### src/sv/pia_pkg.sv
// Shared types and constants for the peripheral interface adapter.
package pia_pkg;

   // Request kinds carried on the request channel.
   typedef enum logic [2:0] {
      REQ_BUS_READ  = 3'd0,
      REQ_BUS_WRITE = 3'd1,
      REQ_CA1_LEVEL = 3'd2,
      REQ_CA2_LEVEL = 3'd3,
      REQ_CB1_LEVEL = 3'd4,
      REQ_CB2_LEVEL = 3'd5
   } req_kind_type;

   // Line-2 control modes in control bits 5..3.
   localparam logic [2:0] MODE_STROBE_LINE1 = 3'b100;
   localparam logic [2:0] MODE_STROBE_CLOCK = 3'b101;
   localparam logic [2:0] MODE_RESET        = 3'b110;
   localparam logic [2:0] MODE_SET          = 3'b111;

   // Writable part of a control register; bits 7 and 6 are the flags.
   localparam logic [7:0] FLAG_MASK = 8'h3F;

   // Control register bit positions.
   localparam int unsigned CR_IRQ1_EN   = 0;
   localparam int unsigned CR_EDGE1     = 1;
   localparam int unsigned CR_PORT_SEL  = 2;
   localparam int unsigned CR_IRQ2_EN   = 3;
   localparam int unsigned CR_EDGE2     = 4;
   localparam int unsigned CR_FLAG2     = 6;
   localparam int unsigned CR_FLAG1     = 7;

   // Line-2 mode field of a control register.
   function automatic logic [2:0] line2_mode(input logic [7:0] cr);
      return cr[5:3];
   endfunction

   // True when a level change is the edge selected by the control bit.
   function automatic logic active_edge(input logic oldv, input logic newv,
                                        input logic edge_sel);
      return (oldv != newv) && (edge_sel == newv);
   endfunction

endpackage

### src/sv/peripheral_interface_adapter.sv
// Peripheral interface adapter: register file, control lines and result register.
// A request accepted at a clock edge shows its result from that edge on.
// Throughput: one request per cycle; the single result register sets the rate, and a
// new request is taken whenever the result register is empty or is taken that cycle.
// Reset: synchronous, active high; clears all control, port and direction registers,
// the four control-line levels and the result valid flag.
module peripheral_interface_adapter
   import pia_pkg::*;
(
   input  logic       clock,
   input  logic       reset,
   input  logic       req_valid,
   output logic       req_stall,
   input  logic [2:0] req_type,
   input  logic [1:0] req_reg_sel,
   input  logic [7:0] req_wdata,
   output logic       rsp_valid,
   input  logic       rsp_stall,
   output logic [7:0] rsp_rdata,
   output logic       rsp_irq_a_event,
   output logic       rsp_irq_b_event,
   output logic       rsp_ca2_line,
   output logic       rsp_ca2_pulse,
   output logic       rsp_cb2_line,
   output logic       rsp_cb2_pulse,
   output logic [7:0] rsp_port_a_value,
   output logic [7:0] rsp_port_b_value
);

   // Adapter state.
   logic [7:0] ctrl_a_ff, ctrl_a_in, ctrl_b_ff, ctrl_b_in;
   logic [7:0] outreg_a_ff, outreg_a_in, outreg_b_ff, outreg_b_in;
   logic [7:0] dirreg_a_ff, dirreg_a_in, dirreg_b_ff, dirreg_b_in;
   logic       ca1_level_ff, ca1_level_in, ca2_level_ff, ca2_level_in;
   logic       cb1_level_ff, cb1_level_in, cb2_level_ff, cb2_level_in;

   // Result register.
   logic       rsp_valid_ff, rsp_valid_in;
   logic [7:0] rdata_ff, rdata_in;
   logic       irq_a_ff, irq_a_in, irq_b_ff, irq_b_in;
   logic       pulse_a_ff, pulse_a_in, pulse_b_ff, pulse_b_in;

   logic       accept;
   logic       side_b, is_ctrl, lvl;
   logic [7:0] ctrl_new;

   // The request side waits only while a held result is not being taken.
   assign req_stall = rsp_valid_ff && rsp_stall;
   assign accept    = req_valid && !req_stall;

   assign side_b  = req_reg_sel[1];
   assign is_ctrl = req_reg_sel[0];
   assign lvl     = req_wdata[0];

   // Decode one request against the current state.
   always_comb begin
      ctrl_a_in    = ctrl_a_ff;
      ctrl_b_in    = ctrl_b_ff;
      outreg_a_in  = outreg_a_ff;
      outreg_b_in  = outreg_b_ff;
      dirreg_a_in  = dirreg_a_ff;
      dirreg_b_in  = dirreg_b_ff;
      ca1_level_in = ca1_level_ff;
      ca2_level_in = ca2_level_ff;
      cb1_level_in = cb1_level_ff;
      cb2_level_in = cb2_level_ff;
      rdata_in     = 8'h00;
      irq_a_in     = 1'b0;
      irq_b_in     = 1'b0;
      pulse_a_in   = 1'b0;
      pulse_b_in   = 1'b0;
      ctrl_new     = 8'h00;

      case (req_type)
         REQ_BUS_READ: begin
            if (!side_b) begin
               if (is_ctrl) begin
                  rdata_in = ctrl_a_ff;
               end else if (ctrl_a_ff[CR_PORT_SEL]) begin
                  // Port read clears both flags and may strobe CA2.
                  rdata_in  = outreg_a_ff & dirreg_a_ff;
                  ctrl_a_in = ctrl_a_ff & FLAG_MASK;
                  if (line2_mode(ctrl_a_ff) == MODE_STROBE_LINE1) begin
                     ca2_level_in = 1'b0;
                  end else if (line2_mode(ctrl_a_ff) == MODE_STROBE_CLOCK) begin
                     ca2_level_in = 1'b1;
                     pulse_a_in   = 1'b1;
                  end
               end else begin
                  rdata_in = dirreg_a_ff;
               end
            end else begin
               if (is_ctrl) begin
                  rdata_in = ctrl_b_ff;
               end else if (ctrl_b_ff[CR_PORT_SEL]) begin
                  rdata_in  = outreg_b_ff & dirreg_b_ff;
                  ctrl_b_in = ctrl_b_ff & FLAG_MASK;
               end else begin
                  rdata_in = dirreg_b_ff;
               end
            end
         end
         REQ_BUS_WRITE: begin
            if (!side_b) begin
               if (is_ctrl) begin
                  // Flags are read-only; a newly enabled pending flag interrupts.
                  irq_a_in = (ctrl_a_ff[CR_FLAG1] && !ctrl_a_ff[CR_IRQ1_EN] &&
                              req_wdata[CR_IRQ1_EN]) ||
                             (ctrl_a_ff[CR_FLAG2] && !ctrl_a_ff[CR_IRQ2_EN] &&
                              req_wdata[CR_IRQ2_EN]);
                  ctrl_new  = (ctrl_a_ff & ~FLAG_MASK) | (req_wdata & FLAG_MASK);
                  ctrl_a_in = ctrl_new;
                  if (line2_mode(ctrl_new) == MODE_RESET) begin
                     ca2_level_in = 1'b0;
                  end else if (line2_mode(ctrl_new) == MODE_SET) begin
                     ca2_level_in = 1'b1;
                  end
               end else if (ctrl_a_ff[CR_PORT_SEL]) begin
                  outreg_a_in = req_wdata;
               end else begin
                  dirreg_a_in = req_wdata;
               end
            end else begin
               if (is_ctrl) begin
                  irq_b_in = (ctrl_b_ff[CR_FLAG1] && !ctrl_b_ff[CR_IRQ1_EN] &&
                              req_wdata[CR_IRQ1_EN]) ||
                             (ctrl_b_ff[CR_FLAG2] && !ctrl_b_ff[CR_IRQ2_EN] &&
                              req_wdata[CR_IRQ2_EN]);
                  ctrl_new  = (ctrl_b_ff & ~FLAG_MASK) | (req_wdata & FLAG_MASK);
                  ctrl_b_in = ctrl_new;
                  if (line2_mode(ctrl_new) == MODE_RESET) begin
                     cb2_level_in = 1'b0;
                  end else if (line2_mode(ctrl_new) == MODE_SET) begin
                     cb2_level_in = 1'b1;
                  end
               end else if (ctrl_b_ff[CR_PORT_SEL]) begin
                  // Port B write may strobe CB2.
                  outreg_b_in = req_wdata;
                  if (line2_mode(ctrl_b_ff) == MODE_STROBE_LINE1) begin
                     cb2_level_in = 1'b0;
                  end else if (line2_mode(ctrl_b_ff) == MODE_STROBE_CLOCK) begin
                     cb2_level_in = 1'b1;
                     pulse_b_in   = 1'b1;
                  end
               end else begin
                  dirreg_b_in = req_wdata;
               end
            end
         end
         REQ_CA1_LEVEL: begin
            ca1_level_in = lvl;
            if (active_edge(ca1_level_ff, lvl, ctrl_a_ff[CR_EDGE1])) begin
               ctrl_a_in[CR_FLAG1] = 1'b1;
               irq_a_in            = ctrl_a_ff[CR_IRQ1_EN];
               if (line2_mode(ctrl_a_ff) == MODE_STROBE_LINE1) begin
                  ca2_level_in = 1'b1;
               end
            end
         end
         REQ_CA2_LEVEL: begin
            ca2_level_in = lvl;
            if (active_edge(ca2_level_ff, lvl, ctrl_a_ff[CR_EDGE2])) begin
               ctrl_a_in[CR_FLAG2] = 1'b1;
               irq_a_in            = ctrl_a_ff[CR_IRQ2_EN];
            end
         end
         REQ_CB1_LEVEL: begin
            cb1_level_in = lvl;
            if (active_edge(cb1_level_ff, lvl, ctrl_b_ff[CR_EDGE1])) begin
               ctrl_b_in[CR_FLAG1] = 1'b1;
               irq_b_in            = ctrl_b_ff[CR_IRQ1_EN];
               if (line2_mode(ctrl_b_ff) == MODE_STROBE_LINE1) begin
                  cb2_level_in = 1'b1;
               end
            end
         end
         REQ_CB2_LEVEL: begin
            cb2_level_in = lvl;
            if (active_edge(cb2_level_ff, lvl, ctrl_b_ff[CR_EDGE2])) begin
               ctrl_b_in[CR_FLAG2] = 1'b1;
               irq_b_in            = ctrl_b_ff[CR_IRQ2_EN];
            end
         end
         default: begin
            // Unused request kinds leave the state alone.
            rdata_in = 8'h00;
         end
      endcase
   end

   // Result valid flag: set on a request, cleared when the result is taken.
   always_comb begin
      if (accept) begin
         rsp_valid_in = 1'b1;
      end else if (!rsp_stall) begin
         rsp_valid_in = 1'b0;
      end else begin
         rsp_valid_in = rsp_valid_ff;
      end
   end

   // State registers.
   always_ff @(posedge clock) begin
      if (reset) begin
         ctrl_a_ff    <= 8'h00;
         ctrl_b_ff    <= 8'h00;
         outreg_a_ff  <= 8'h00;
         outreg_b_ff  <= 8'h00;
         dirreg_a_ff  <= 8'h00;
         dirreg_b_ff  <= 8'h00;
         ca1_level_ff <= 1'b0;
         ca2_level_ff <= 1'b0;
         cb1_level_ff <= 1'b0;
         cb2_level_ff <= 1'b0;
         rsp_valid_ff <= 1'b0;
      end else begin
         rsp_valid_ff <= rsp_valid_in;
         if (accept) begin
            ctrl_a_ff    <= ctrl_a_in;
            ctrl_b_ff    <= ctrl_b_in;
            outreg_a_ff  <= outreg_a_in;
            outreg_b_ff  <= outreg_b_in;
            dirreg_a_ff  <= dirreg_a_in;
            dirreg_b_ff  <= dirreg_b_in;
            ca1_level_ff <= ca1_level_in;
            ca2_level_ff <= ca2_level_in;
            cb1_level_ff <= cb1_level_in;
            cb2_level_ff <= cb2_level_in;
         end
      end
   end

   // Result payload register.
   always_ff @(posedge clock) begin
      if (accept) begin
         rdata_ff   <= rdata_in;
         irq_a_ff   <= irq_a_in;
         irq_b_ff   <= irq_b_in;
         pulse_a_ff <= pulse_a_in;
         pulse_b_ff <= pulse_b_in;
      end
   end

   // Line levels and port values follow the state, which changes only with a new result.
   assign rsp_valid        = rsp_valid_ff;
   assign rsp_rdata        = rdata_ff;
   assign rsp_irq_a_event  = irq_a_ff;
   assign rsp_irq_b_event  = irq_b_ff;
   assign rsp_ca2_line     = ca2_level_ff;
   assign rsp_ca2_pulse    = pulse_a_ff;
   assign rsp_cb2_line     = cb2_level_ff;
   assign rsp_cb2_pulse    = pulse_b_ff;
   assign rsp_port_a_value = outreg_a_ff & dirreg_a_ff;
   assign rsp_port_b_value = outreg_b_ff & dirreg_b_ff;

   // A bus-clock strobe always leaves its line high.
   a_pulse_a_high: assert property (@(posedge clock) disable iff (reset)
      rsp_valid_ff && pulse_a_ff |-> ca2_level_ff)
      else $error("CA2 strobe reported with CA2 low");

   a_pulse_b_high: assert property (@(posedge clock) disable iff (reset)
      rsp_valid_ff && pulse_b_ff |-> cb2_level_ff)
      else $error("CB2 strobe reported with CB2 low");

   // One request can strobe only one side.
   a_one_pulse: assert property (@(posedge clock) disable iff (reset)
      rsp_valid_ff |-> !(pulse_a_ff && pulse_b_ff))
      else $error("Both strobes reported for one request");

   // State holds while no request is accepted.
   a_state_hold: assert property (@(posedge clock) disable iff (reset)
      !accept |=> $stable(ctrl_a_ff) && $stable(ctrl_b_ff) && $stable(ca2_level_ff))
      else $error("State changed without a request");

endmodule

### config.mk
export PLATFORM = sky130hd
export DESIGN_NAME = peripheral_interface_adapter
export DESIGN_NICKNAME = d
export VERILOG_FILES = /design/src/sv/pia_pkg.sv /design/src/sv/peripheral_interface_adapter.sv
export SDC_FILE = /design/constraint.sdc
export NUM_CORES = 1
export LEC_CHECK = 0
export BUFFER_PORTS_ARGS = -buffer_cell sky130_fd_sc_hd__buf_2
export CAP_MARGIN = 20
export CORE_MARGIN = 1.5
export CORE_UTILIZATION = 45
export DETAILED_ROUTE_END_ITERATION = 12
export GPL_TIMING_DRIVEN = 0
export PLACE_DENSITY = 0.73
export SKIP_LAST_GASP = 1
export SYNTH_ARGS = -nofsm -noshare
export SYNTH_HDL_FRONTEND = slang
export SYNTH_SLANG_ARGS = --single-unit
### constraint.sdc
create_clock -name clock -period 2.2 [get_ports clock]
set_clock_uncertainty 0.15 [all_clocks]
set_input_delay 0.33 -clock clock [delete_from_list [all_inputs] [get_ports clock]]
set_output_delay 0.33 -clock clock [all_outputs]
set_load 0.02 [all_outputs]
==> impl_metrics.sql, run 1 <==
INSERT INTO impl_metrics (metric_group, metric, value, unit) VALUES
('final_layout', 'util_after_layout', '55.0', '%'),
('critical_path', 'crit_path_end_kind', 'register', ''),
('critical_path', 'critPathKind', 'register to register', ''),
('detailed_routing', 'num_vias', '2906', ''),
('clock_network', 'numCtsBuffers', '9', ''),
('final_layout', 'areaGrowthSynthToFinish', '16.4', '%'),
('pwr', 'pwr_density_cell', '656', 'nW/um^2'),
('yosys', 'postSynthAreaPerCell', '8.99', 'um^2'),
('yosys', 'synth.area.mux_share', '15.4', '%'),
('yosys', 'synth_enable_flop_cells', '12', ''),
('clock_network', 'cts.repair.resized', '0', ''),
('critical_path', 'logic_depth_of_the_worst_setup_path_including_buffers', '8', ''),
('grt', 'grt_antenna_before_repair', '0', ''),
('yosys', 'synth_xor_xnor_area_share', '0', '%'),
('clock_network', 'max-clock-path-buffers', '2', ''),
('grt', 'met1_usage', '29.6', '%'),
('detailed_routing', 'route.detailed.vias_per_inst', '5.62', ''),
('sta', 'fin_setup_tns', '0', 'ns'),
('critical_path', 'chain_of_cells_forming_the_critical_path', 'a21bo_1 > buf_6 > inv_2 > and2_4 > and3_1 > buf_6 > mux2i_1 > nor2_1', ''),
('clock_network', 'worstSkewPairLatency', '0.35', 'ns'),
('final_layout', 'layout.nets', '433', ''),
('clock_network', 'postCtsSetupBuffers', '0', ''),
('die', 'floorplan.die_area', '7770', 'um^2'),
('sta', 'timing.final.hold_violations', '0', ''),
('critical_path', 'critPathArrivalTime', '2.12', 'ns'),
('placed_design', 'gpl.final_weighted_congestion', '0.891', ''),
('yosys', 'yosysUniqueCellTypes', '57', ''),
('sta', 'fin_ws', '0.154', 'ns'),
('critical_path', 'worst-path-max-fanout', '14', ''),
('detailed_routing', 'detailedRoute.firstPassIterationCount', '5', ''),
('grt', 'global_route.usage.met2', '38.7', '%'),
('detailed_routing', 'route.detailed.drc', '0', ''),
('yosys', 'netlist_instances', '363', ''),
('clock_network', 'hold_buffers', '0', ''),
('yosys', 'synth_area_in_simple_gates', '23.4', '%'),
('yosys', 'top_flip_flop_cell_by_instance_count_after_synthesis', 'sky130_fd_sc_hd__dfxtp_1', ''),
('critical_path', 'path_buf_inv', '3', ''),
('flow_run', 'max_cap_violations', '0', ''),
('outcome', 'outcome', 'finished, final reports clean', ''),
('die', 'core', '6910', 'um^2'),
('placed_design', 'dpl_cell_area', '3590', 'um^2'),
('critical_path', 'r2r.worst_path.cells', '8', ''),
('die', 'top_level_ports', '49', ''),
('yosys', 'compound_cell_area_share_of_the_yosys_netlist', '13.3', '%'),
('die', 'die_w', '88.2', 'um'),
('yosys', 'postSynth.asyncResetShare', '0', '%'),
('yosys', 'post_synth_instance_area', '3260', 'um^2'),
('die', 'start_util', '47.3', '%'),
('yosys', 'synth_top_family_by_area', 'simple AND/OR/NAND/NOR gates', ''),
('detailed_routing', 'drtIter0Drc', '238', ''),
('grt', 'first_global_vias', '2685', ''),
('clock_network', 'clkSinkCount', '65', ''),
('sta', 'final.period_utilization', '93.0', '%'),
('placed_design', 'dp_slack', '0.0200', 'ns'),
('grt', 'grt_overflow_total', '0', ''),
('detailed_routing', 'routed_wl', '8.72', 'mm'),
('critical_path', 'cp_common_cell', 'sky130_fd_sc_hd__buf_6', ''),
('pwr', 'irDropWorstVdd', '364', 'uV'),
('sta', 'worst_slew_pin_tran', '0.642', 'ns'),
('yosys', 'synth_nets', '380', ''),
('placed_design', 'buffer_ports.inserted', '42', ''),
('clock_network', 'h-tree-depth', '3', ''),
('grt', 'global_route.peak_usage_layer', 'met2', ''),
('pwr', 'p_leak', '1.59', 'nW'),
('critical_path', 'timing.critical_path.required', '2.28', 'ns'),
('clock_network', 'clk_transition_reported_paths', '0.07', 'ns'),
('sta', 'setup_violations', '0', ''),
('sta', 'period_minus_slack', '2.05', 'ns'),
('die', 'die_height', '88.2', 'um'),
('detailed_routing', 'final_antenna_net_count', '0', ''),
('critical_path', 'critical-path-max-stage-delay', '0.32', 'ns');
-- layer usage --
metal | vias up | wire length [um] | part of all wire [%]
met1 | 1413 | 3880 | 44
met4 | 0 | 177 | 2.0
met5 | - | 0 | 0
met3 | 13 | 398 | 4.6
met2 | 97 | 4260 | 49
li1 | 1383 | - | -
-- cell type report --
| class | count | area [um^2] | share of cell area, % |
|---|---|---|---|
| Sequential cell | 65 | 1420 | 37.4 |
| Buffer | 25 | 116 | 3.06 |
| Multi-Input combinational cell | 267 | 1700 | 44.9 |
| Tap cell | 96 | 120 | 3.16 |
| Clock buffer | 10 | 138 | 3.62 |
| Clock inverter | 6 | 66.3 | 1.75 |
| Timing Repair Buffer | 42 | 210 | 5.53 |
| Inverter | 6 | 22.5 | 0.593 |
-- worst paths after layout --
path	from	endpoint	slack [ns]
worst min-delay path	req_valid	rsp_valid	0.06
worst max-delay path	rsp_valid	outreg_b_ff[5]	0.15
worst min register to register	dirreg_b_ff[6]	dirreg_b_ff[6]	0.36
worst max register to register	rsp_valid	outreg_b_ff[5]	0.15
-- kinds of logic after synthesis --
logic type             Yosys count
buffers and inverters           31
muxes                           49
DFF                             65
AOI/OAI and AO/OA               67
and+or+nand+nor                151
-- cell usage in the layout, fill, tap and decap left out, types with 5 or more instances in the layout --
cell                       count
sky130_fd_sc_hd__a211oi_1     15
sky130_fd_sc_hd__a21oi_1      16
sky130_fd_sc_hd__and2_1       18
sky130_fd_sc_hd__buf_1         5
sky130_fd_sc_hd__buf_2        48
sky130_fd_sc_hd__clkbuf_1     12
sky130_fd_sc_hd__clkbuf_8     10
sky130_fd_sc_hd__dfxtp_1      53
sky130_fd_sc_hd__edfxtp_1     12
sky130_fd_sc_hd__mux2i_1      47
sky130_fd_sc_hd__nand2_1      14
sky130_fd_sc_hd__nand2b_1      5
sky130_fd_sc_hd__nand3_1       5
sky130_fd_sc_hd__nor2_1       77
sky130_fd_sc_hd__o21ai_0      17
-- report_power, final --
part | internal [W] | switching (W) | leakage, nW | total (W)
Clock | 0.000557 | 0.000486 | 0.107 | 0.00104
Sequential | 0.00123 | 0.00000818 | 0.548 | 0.00124
Combinational | 0.0000611 | 0.000149 | 0.939 | 0.000210
-- tightest hold or removal path, delay by kind of cell --
kind | cells | cell delay [ns]
buffers and inverters | 1 | 0.09
and+or+nand+nor | 2 | 0.11
-- state kept, by name, indices dropped and copies added, names as in the netlist --
name,flops
rsp_ca2_line,1
ca1_level_ff,1
rsp_cb2_line,1
rsp_valid,1
outreg_a_ff,8
rsp_irq_b_event,1
ctrl_a_ff,8
rsp_ca2_pulse,1
dirreg_a_ff,8
rsp_irq_a_event,1
rsp_cb2_pulse,1
outreg_b_ff,8
cb1_level_ff,1
rsp_rdata,8
dirreg_b_ff,8
ctrl_b_ff,8
-- through the flow --
| stage | cells | power, W | hold WS [ns] |
|---|---|---|---|
| after global routing | 517 | 0.00257 | 0.0946 |
| after floorplan | 363 | 0.00140 | 0.301 |
| final | 517 | 0.00249 | 0.0634 |
| after CTS | 517 | 0.00250 | 0.0600 |
| after global placement | 501 | 0.00147 | 0.332 |
| after detailed placement | 501 | 0.00147 | 0.347 |
-- cells in the mapped netlist, drive strengths merged, types with 3 or more instances --
library cell / instances / share of area (%)
a211oi: 15 / 3.4
a21oi: 16 / 2.5
and2: 19 / 3.7
and3: 3 / 0.57
buf: 13 / 2.2
clkbuf: 12 / 1.4
dfxtp: 53 / 33
edfxtp: 12 / 11
inv: 5 / 0.57
mux2i: 47 / 14
nand2: 15 / 1.8
nand2b: 5 / 0.96
nand3: 6 / 1.1
nand3b: 4 / 0.92
nor2: 79 / 9.5
nor2b: 4 / 0.77
nor3: 3 / 0.46
o21ai: 18 / 2.8
Power figures use the tool's default switching activity.
==> run 2, diff against run 1 <==
--- a/config.mk
+++ b/config.mk
@@ -8,10 +8,10 @@
 export BUFFER_PORTS_ARGS = -buffer_cell sky130_fd_sc_hd__buf_2
 export CAP_MARGIN = 20
 export CORE_MARGIN = 1.5
-export CORE_UTILIZATION = 45
+export CORE_UTILIZATION = 42
 export DETAILED_ROUTE_END_ITERATION = 12
 export GPL_TIMING_DRIVEN = 0
-export PLACE_DENSITY = 0.73
+export PLACE_DENSITY = 0.7
 export SKIP_LAST_GASP = 1
 export SYNTH_ARGS = -nofsm -noshare
 export SYNTH_HDL_FRONTEND = slang
==> run 2 against run 1 <==
Clock power increased by 4%. Final cell count increased by 0.58%. Cell area increased by 0.36%. Hold slack improved by 0.00059 ns. Via count increased by 0.45%. Die area increased by 6.9%. Register-to-register slack improved by 0.03 ns. Flip-flop and latch count unchanged. Critical path depth unchanged. Largest cell class unchanged. Highest routed layer unchanged.
==> impl_metrics.sql, run 2 (synthesis results as in run 1) <==
INSERT INTO impl_metrics (metric_group, metric, value, unit) VALUES
('clock_network', 'worstSkewPairLatency', '0.35', 'ns'),
('clock_network', 'cts-root-buf', 'sky130_fd_sc_hd__clkbuf_8', ''),
('clock_network', 'postCtsSetupBuffers', '0', ''),
('placed_design', 'placed_cells_incl_taps', '504', ''),
('die', 'core', '7370', 'um^2'),
('detailed_routing', 'route.detailed.vias_per_inst', '5.61', ''),
('critical_path', 'timing.critical_path.max_delay_family', 'buffers and inverters', ''),
('placed_design', 'buffer_ports.inserted', '42', ''),
('placed_design', 'dpl_cell_area', '3600', 'um^2'),
('placed_design', 'dp_slack', '0.0569', 'ns'),
('sta', 'final.period_utilization', '91.5', '%'),
('final_layout', 'most-common-layout-cells', 'sky130_fd_sc_hd__nor2_1, sky130_fd_sc_hd__dfxtp_1, sky130_fd_sc_hd__buf_2', ''),
('sta', 'setup_violations', '0', ''),
('grt', 'first_global_vias', '2811', ''),
('sta', 'timing.final.hold_violations', '0', ''),
('grt', 'grt_antenna_before_repair', '0', ''),
('sta', 'fin_ws', '0.187', 'ns'),
('critical_path', 'critPathKind', 'register to register', ''),
('detailed_routing', 'avgRoutedWirePerCell', '16.3', 'um'),
('flow_run', 'max_cap_violations', '0', ''),
('die', 'die_w', '91.2', 'um'),
('final_layout', 'antenna_cells', '0', ''),
('critical_path', 'chain_of_cells_forming_the_critical_path', 'a21bo_1 > buf_6 > inv_2 > and2_4 > and3_1 > buf_6 > mux2i_1 > nor2_1', ''),
('clock_network', 'numCtsBuffers', '9', ''),
('placed_design', 'gpl.final_weighted_congestion', '0.888', ''),
('die', 'start_util', '44.3', '%'),
('critical_path', 'critPathArrivalTime', '2.07', 'ns'),
('die', 'floorplan.die_area', '8310', 'um^2'),
('clock_network', 'hold_buffers', '0', ''),
('detailed_routing', 'routed_wl', '8.49', 'mm'),
('clock_network', 'max-clock-path-buffers', '2', ''),
('detailed_routing', 'final_antenna_net_count', '0', ''),
('critical_path', 'path_buf_inv', '3', ''),
('critical_path', 'worst-path-max-fanout', '14', ''),
('grt', 'globalRouteTotalUtil', '21.1', '%'),
('placed_design', 'dp_hpwl', '6.07', 'mm'),
('outcome', 'outcome', 'finished, final reports clean', ''),
('final_layout', 'layout_commonest_cell', 'sky130_fd_sc_hd__nor2_1', ''),
('clock_network', 'h-tree-depth', '3', ''),
('die', 'top_level_ports', '49', ''),
('grt', 'grt_overflow_total', '0', ''),
('final_layout', 'final_cell_area', '3810', 'um^2'),
('die', 'die_height', '91.2', 'um'),
('die', 'floorplan.rows', '31', ''),
('detailed_routing', 'drtIter0Drc', '247', ''),
('sta', 'period_minus_slack', '2.01', 'ns'),
('final_layout', 'final_cell_count_no_fill', '520', ''),
('sta', 'max_freq', '0.497', 'GHz'),
('worst_hold_path', 'hold_path_class', 'input pin to register', ''),
('critical_path', 'crit_slowest_cell', 'sky130_fd_sc_hd__dfxtp_1', ''),
('detailed_routing', 'route.detailed.drc', '0', ''),
('critical_path', 'crit_path_end_kind', 'register', ''),
('pwr', 'p_leak', '1.59', 'nW'),
('critical_path', 'critical-path-max-stage-delay', '0.32', 'ns'),
('sta', 'final_max_slew_viol_count', '0', ''),
('grt', 'grt_start_max_net_pins', '15', ''),
('sta', 'rsz0062_at_grt', 'no', ''),
('clock_network', 'cts_tree', 'done', ''),
('pwr', 'irDropWorstVdd', '292', 'uV'),
('sta', 'worst_slew_pin_tran', '0.614', 'ns'),
('clock_network', 'clk_transition_reported_paths', '0.07', 'ns'),
('final_layout', 'layout.nets', '433', ''),
('sta', 'max-slew-margin-rel', '59.1', '%'),
('clock_network', 'clkSinkCount', '65', ''),
('clock_network', 'cts.repair.resized', '0', ''),
('grt', 'first_pass_grt_wire_length', '13.7', 'mm'),
('final_layout', 'drive_above_1_share', '17.8', '%'),
('detailed_routing', 'num_vias', '2919', ''),
('pwr', 'pwr_density_cell', '663', 'nW/um^2'),
('final_layout', 'areaGrowthSynthToFinish', '16.8', '%'),
('critical_path', 'timing.critical_path.from_type', 'register', ''),
('critical_path', 'timing.critical_path.required', '2.26', 'ns'),
('critical_path', 'cp_common_cell', 'sky130_fd_sc_hd__buf_6', ''),
('detailed_routing', 'detailedRoute.firstPassIterationCount', '5', ''),
('sta', 'fin_setup_tns', '0', 'ns');
## run 2: area by class of cell
type	count	area (um^2)
sequential	65	1420
timing repair buffer	42	210
tap	99	124
buffer	25	116
clock inverter	5	61.3
fill	727	3560
clock buffer	11	153
multi-input combinational	267	1700
inverter	6	22.5
## run 2: routing by layer
metal,part of all wire (%),routed length [um],vias up,track usage [%]
li1,-,-,1388,-
met1,43,3650,1397,27.4
met2,48,4100,112,35.0
met3,6.0,505,22,3.02
met4,2.7,227,0,8.98
met5,0,0,-,0
## run 2: through the flow
step	util, %	hold WS (ns)	total power, W
floorplan	-	0.301	0.00140
global placement	48.8	0.333	0.00147
detailed placement	48.8	0.343	0.00147
CTS	51.7	0.0609	0.00253
global route	51.7	0.0934	0.00260
finish	51.7	0.0640	0.00253
## run 2: report_power, final
group / switching, W / internal (W) / total (W)
sequential: 0.00000763 / 0.00123 / 0.00124
combinational: 0.000148 / 0.0000612 / 0.000209
clock: 0.000484 / 0.000597 / 0.00108
total: 0.000640 / 0.00189 / 0.00253
## run 2: tightest hold or removal path, delay by kind of cell
| kind | cells | cell delay [ns] |
|---|---|---|
| buffers and inverters | 1 | 0.08 |
| AND/OR/NAND/NOR | 2 | 0.11 |
## run 2: final timing paths
check                                    start        endpoint  slack [ns]  depth (start not counted)
worst max-delay path                 rsp_valid  outreg_b_ff[6]        0.19                          8
worst min-delay path                 req_valid       rsp_valid        0.06                          3
worst max register to register       rsp_valid  outreg_b_ff[6]        0.19                          8
worst min register to register  outreg_b_ff[1]  outreg_b_ff[1]        0.36                          2
==> run 3, diff against run 2 <==
--- a/config.mk
+++ b/config.mk
@@ -7,11 +7,13 @@
 export LEC_CHECK = 0
 export BUFFER_PORTS_ARGS = -buffer_cell sky130_fd_sc_hd__buf_2
 export CAP_MARGIN = 20
-export CORE_MARGIN = 1.5
+export CORE_MARGIN = 2
 export CORE_UTILIZATION = 42
+export CTS_CLUSTER_SIZE = 28
 export DETAILED_ROUTE_END_ITERATION = 12
 export GPL_TIMING_DRIVEN = 0
 export PLACE_DENSITY = 0.7
+export REMOVE_ABC_BUFFERS = 1
 export SKIP_LAST_GASP = 1
 export SYNTH_ARGS = -nofsm -noshare
 export SYNTH_HDL_FRONTEND = slang
==> run 3 against run 2 <==
Critical path depth down 2. Highest routed layer unchanged. Hold slack worse by 0.0062 ns. Sequential power is essentially flat. Critical endpoint is now outreg_b_ff[7]. First-iteration DRC count decreased by 5.7%. Count of clock-buffer cells in the layout rose by 1.
==> impl_metrics.sql, run 3 (synthesis results as in run 1) <==
INSERT INTO impl_metrics (metric_group, metric, value, unit) VALUES
('worst_hold_path', 'hold_path_class', 'input pin to register', ''),
('sta', 'rsz0062_at_grt', 'no', ''),
('final_layout', 'layout_commonest_cell', 'sky130_fd_sc_hd__nor2_1', ''),
('critical_path', 'timing.critical_path.required', '2.24', 'ns'),
('detailed_routing', 'avgRoutedWirePerCell', '16.0', 'um'),
('final_layout', 'layout.nets', '415', ''),
('final_layout', 'antenna_cells', '0', ''),
('detailed_routing', 'routed_wl', '8.06', 'mm'),
('clock_network', 'numCtsBuffers', '9', ''),
('detailed_routing', 'route.detailed.drc', '0', ''),
('grt', 'grt_overflow_total', '0', ''),
('detailed_routing', 'route.detailed.vias_per_inst', '5.50', ''),
('critical_path', 'worst-path-max-fanout', '14', ''),
('final_layout', 'most-common-layout-cells', 'sky130_fd_sc_hd__nor2_1, sky130_fd_sc_hd__dfxtp_1, sky130_fd_sc_hd__buf_2', ''),
('die', 'floorplan.rows', '32', ''),
('detailed_routing', 'final_antenna_net_count', '0', ''),
('grt', 'first_pass_grt_wire_length', '12.7', 'mm'),
('placed_design', 'buffer_ports.inserted', '48', ''),
('detailed_routing', 'drtIter0Drc', '233', ''),
('critical_path', 'crit_path_end_kind', 'register', ''),
('critical_path', 'critPathArrivalTime', '2.09', 'ns'),
('final_layout', 'final_cell_count_no_fill', '505', ''),
('sta', 'final.period_utilization', '93.6', '%'),
('pwr', 'p_leak', '1.56', 'nW'),
('placed_design', 'dp_hpwl', '5.37', 'mm'),
('final_layout', 'final_cell_area', '3740', 'um^2'),
('pwr', 'switching_share', '25.8', '%'),
('detailed_routing', 'route.met3.wl', '345', 'um'),
('final_layout', 'util_after_layout', '48.9', '%'),
('sta', 'max_freq', '0.486', 'GHz'),
('sta', 'worst_slew_pin_tran', '0.970', 'ns'),
('die', 'floorplan.die_area', '8490', 'um^2'),
('clock_network', 'cts_tree', 'done', ''),
('clock_network', 'hold_buffers', '0', ''),
('pwr', 'clock_power_share', '42.1', '%'),
('final_layout', 'final.fill_count', '736', ''),
('detailed_routing', 'wl_met1', '3.55', 'mm'),
('final_layout', 'area_of_the_multi_input_gates', '1710', 'um^2'),
('die', 'top_level_ports', '49', ''),
('sta', 'final_max_slew_viol_count', '0', ''),
('final_layout', 'drive_above_1_share', '18.6', '%'),
('detailed_routing', 'highest-signal-layer', 'met4', ''),
('placed_design', 'dpl_cell_area', '3520', 'um^2'),
('pwr', 'finalPower', '0.00247', 'W'),
('sta', 'period_minus_slack', '2.06', 'ns'),
('sta', 'timing.final.hold_violations', '0', ''),
('pwr', 'pwr_density_cell', '661', 'nW/um^2'),
('critical_path', 'rr_endpoint', 'outreg_b_ff[7]', ''),
('critical_path', 'r2r.worst_path.cells', '6', ''),
('die', 'start_util', '42.7', '%'),
('final_layout', 'sequential_cell_area', '1420', 'um^2'),
('critical_path', 'timing.critical_path.from_type', 'register', ''),
('clock_network', 'max-clock-path-buffers', '2', ''),
('die', 'core', '7650', 'um^2'),
('worst_hold_path', 'worstHoldStart', 'req_valid', ''),
('critical_path', 'cp-startpoint', 'rsp_valid', ''),
('pwr', 'irDropWorstVdd', '304', 'uV'),
('die', 'die_height', '92.2', 'um'),
('grt', 'globalRouteTotalUtil', '19.2', '%'),
('grt', 'grt_start_max_net_pins', '54', ''),
('pwr', 'cell_internal_power', '0.00183', 'W'),
('detailed_routing', 'num_vias', '2780', ''),
('placed_design', 'gpl.final_weighted_congestion', '0.854', ''),
('pwr', 'comb_power_share', '7.8', '%'),
('pwr', 'power.switching', '0.000637', 'W'),
('worst_hold_path', 'hold_path_depth', '3', ''),
('critical_path', 'critPathKind', 'register to register', ''),
('critical_path', 'crit-reg2reg-launch', 'rsp_valid', ''),
('clock_network', 'clk_transition_reported_paths', '0.07', 'ns'),
('sta', 'worst_case_hold_slack', '0.0578', 'ns'),
('clock_network', 'h-tree-depth', '3', ''),
('sta', 'setup_violations', '0', ''),
('worst_hold_path', 'hold_path_end', 'rsp_valid', ''),
('flow_run', 'max_cap_violations', '0', ''),
('outcome', 'outcome', 'finished, final reports clean', ''),
('final_layout', 'areaGrowthSynthToFinish', '14.4', '%'),
('die', 'die_w', '92.2', 'um'),
('pwr', 'seq_power_share', '50.1', '%'),
('clock_network', 'clkSinkCount', '65', ''),
('sta', 'max-slew-margin-rel', '35.3', '%'),
('grt', 'grt_antenna_before_repair', '0', ''),
('clock_network', 'worstSkewPairLatency', '0.35', 'ns'),
('placed_design', 'placed_cells_incl_taps', '488', ''),
('critical_path', 'ff2ff_setup_slack', '0.14', 'ns'),
('detailed_routing', 'met2_wirelength', '3.97', 'mm'),
('detailed_routing', 'detailedRoute.firstPassIterationCount', '4', ''),
('grt', 'first_global_vias', '2532', ''),
('clock_network', 'cts-root-buf', 'sky130_fd_sc_hd__clkbuf_8', '');
run 3: critical path, cell delays in order (launching register included):
cell,delay [ns]
sky130_fd_sc_hd__dfxtp_1,0.31
sky130_fd_sc_hd__a21bo_1,0.32
sky130_fd_sc_hd__inv_4,0.24
sky130_fd_sc_hd__and2_4,0.21
sky130_fd_sc_hd__and3_2,0.37
sky130_fd_sc_hd__mux2i_1,0.22
sky130_fd_sc_hd__nor2_1,0.07
run 3: power by group through the flow:
stage | Combinational, W | Clock, W | Sequential [W]
2_1_floorplan | 0.0000673 | 0 | 0.00128
3_3_place_gp | 0.000188 | 0 | 0.00126
3_5_place_dp | 0.000190 | 0 | 0.00126
4_1_cts | 0.000191 | 0.00104 | 0.00124
5_1_grt | 0.000208 | 0.00110 | 0.00124
6_report | 0.000194 | 0.00104 | 0.00124
run 3: worst max path at each step:
stage | endpoint | depth (start not counted)
after global routing | outreg_b_ff[7] | 6
after floorplan | outreg_b_ff[0] | 6
after detailed placement | outreg_b_ff[7] | 6
final | outreg_b_ff[7] | 6
after CTS | outreg_b_ff[7] | 6
after global placement | outreg_b_ff[7] | 7
run 3: per-stage QoR:
stage / worst slack, ns / setup TNS (ns)
2_1_floorplan: 0.210 / 0
3_3_place_gp: -0.267 / -3.78
3_5_place_dp: -0.302 / -4.30
4_1_cts: 0.0245 / 0
5_1_grt: 0.00375 / 0
6_report: 0.141 / 0
run 3: area by class of cell:
class	instances	share of cell area, %
Clock inverter	4	0.837
Timing Repair Buffer	49	6.63
Tap cell	102	3.42
Clock buffer	12	4.76
Sequential cell	65	38.0
Multi-Input combinational cell	267	45.6
Inverter	6	0.670
run 3: what timing repair did:
| item | 4_1_cts | 5_1_grt |
|---|---|---|
| resized for setup | 1 | 2 |
| gates cloned | 0 | 0 |
| buffers inserted | 1 | 0 |
| pin swaps | 0 | 0 |
| endpoints found under the setup margin | 16 | 12 |
run 3: routing by layer:
layer  GRT usage, %  vias up
li1               -     1348
met2           31.8       74
met3           2.88       16
met1           24.8     1342
met4           8.83        0
met5              0        -
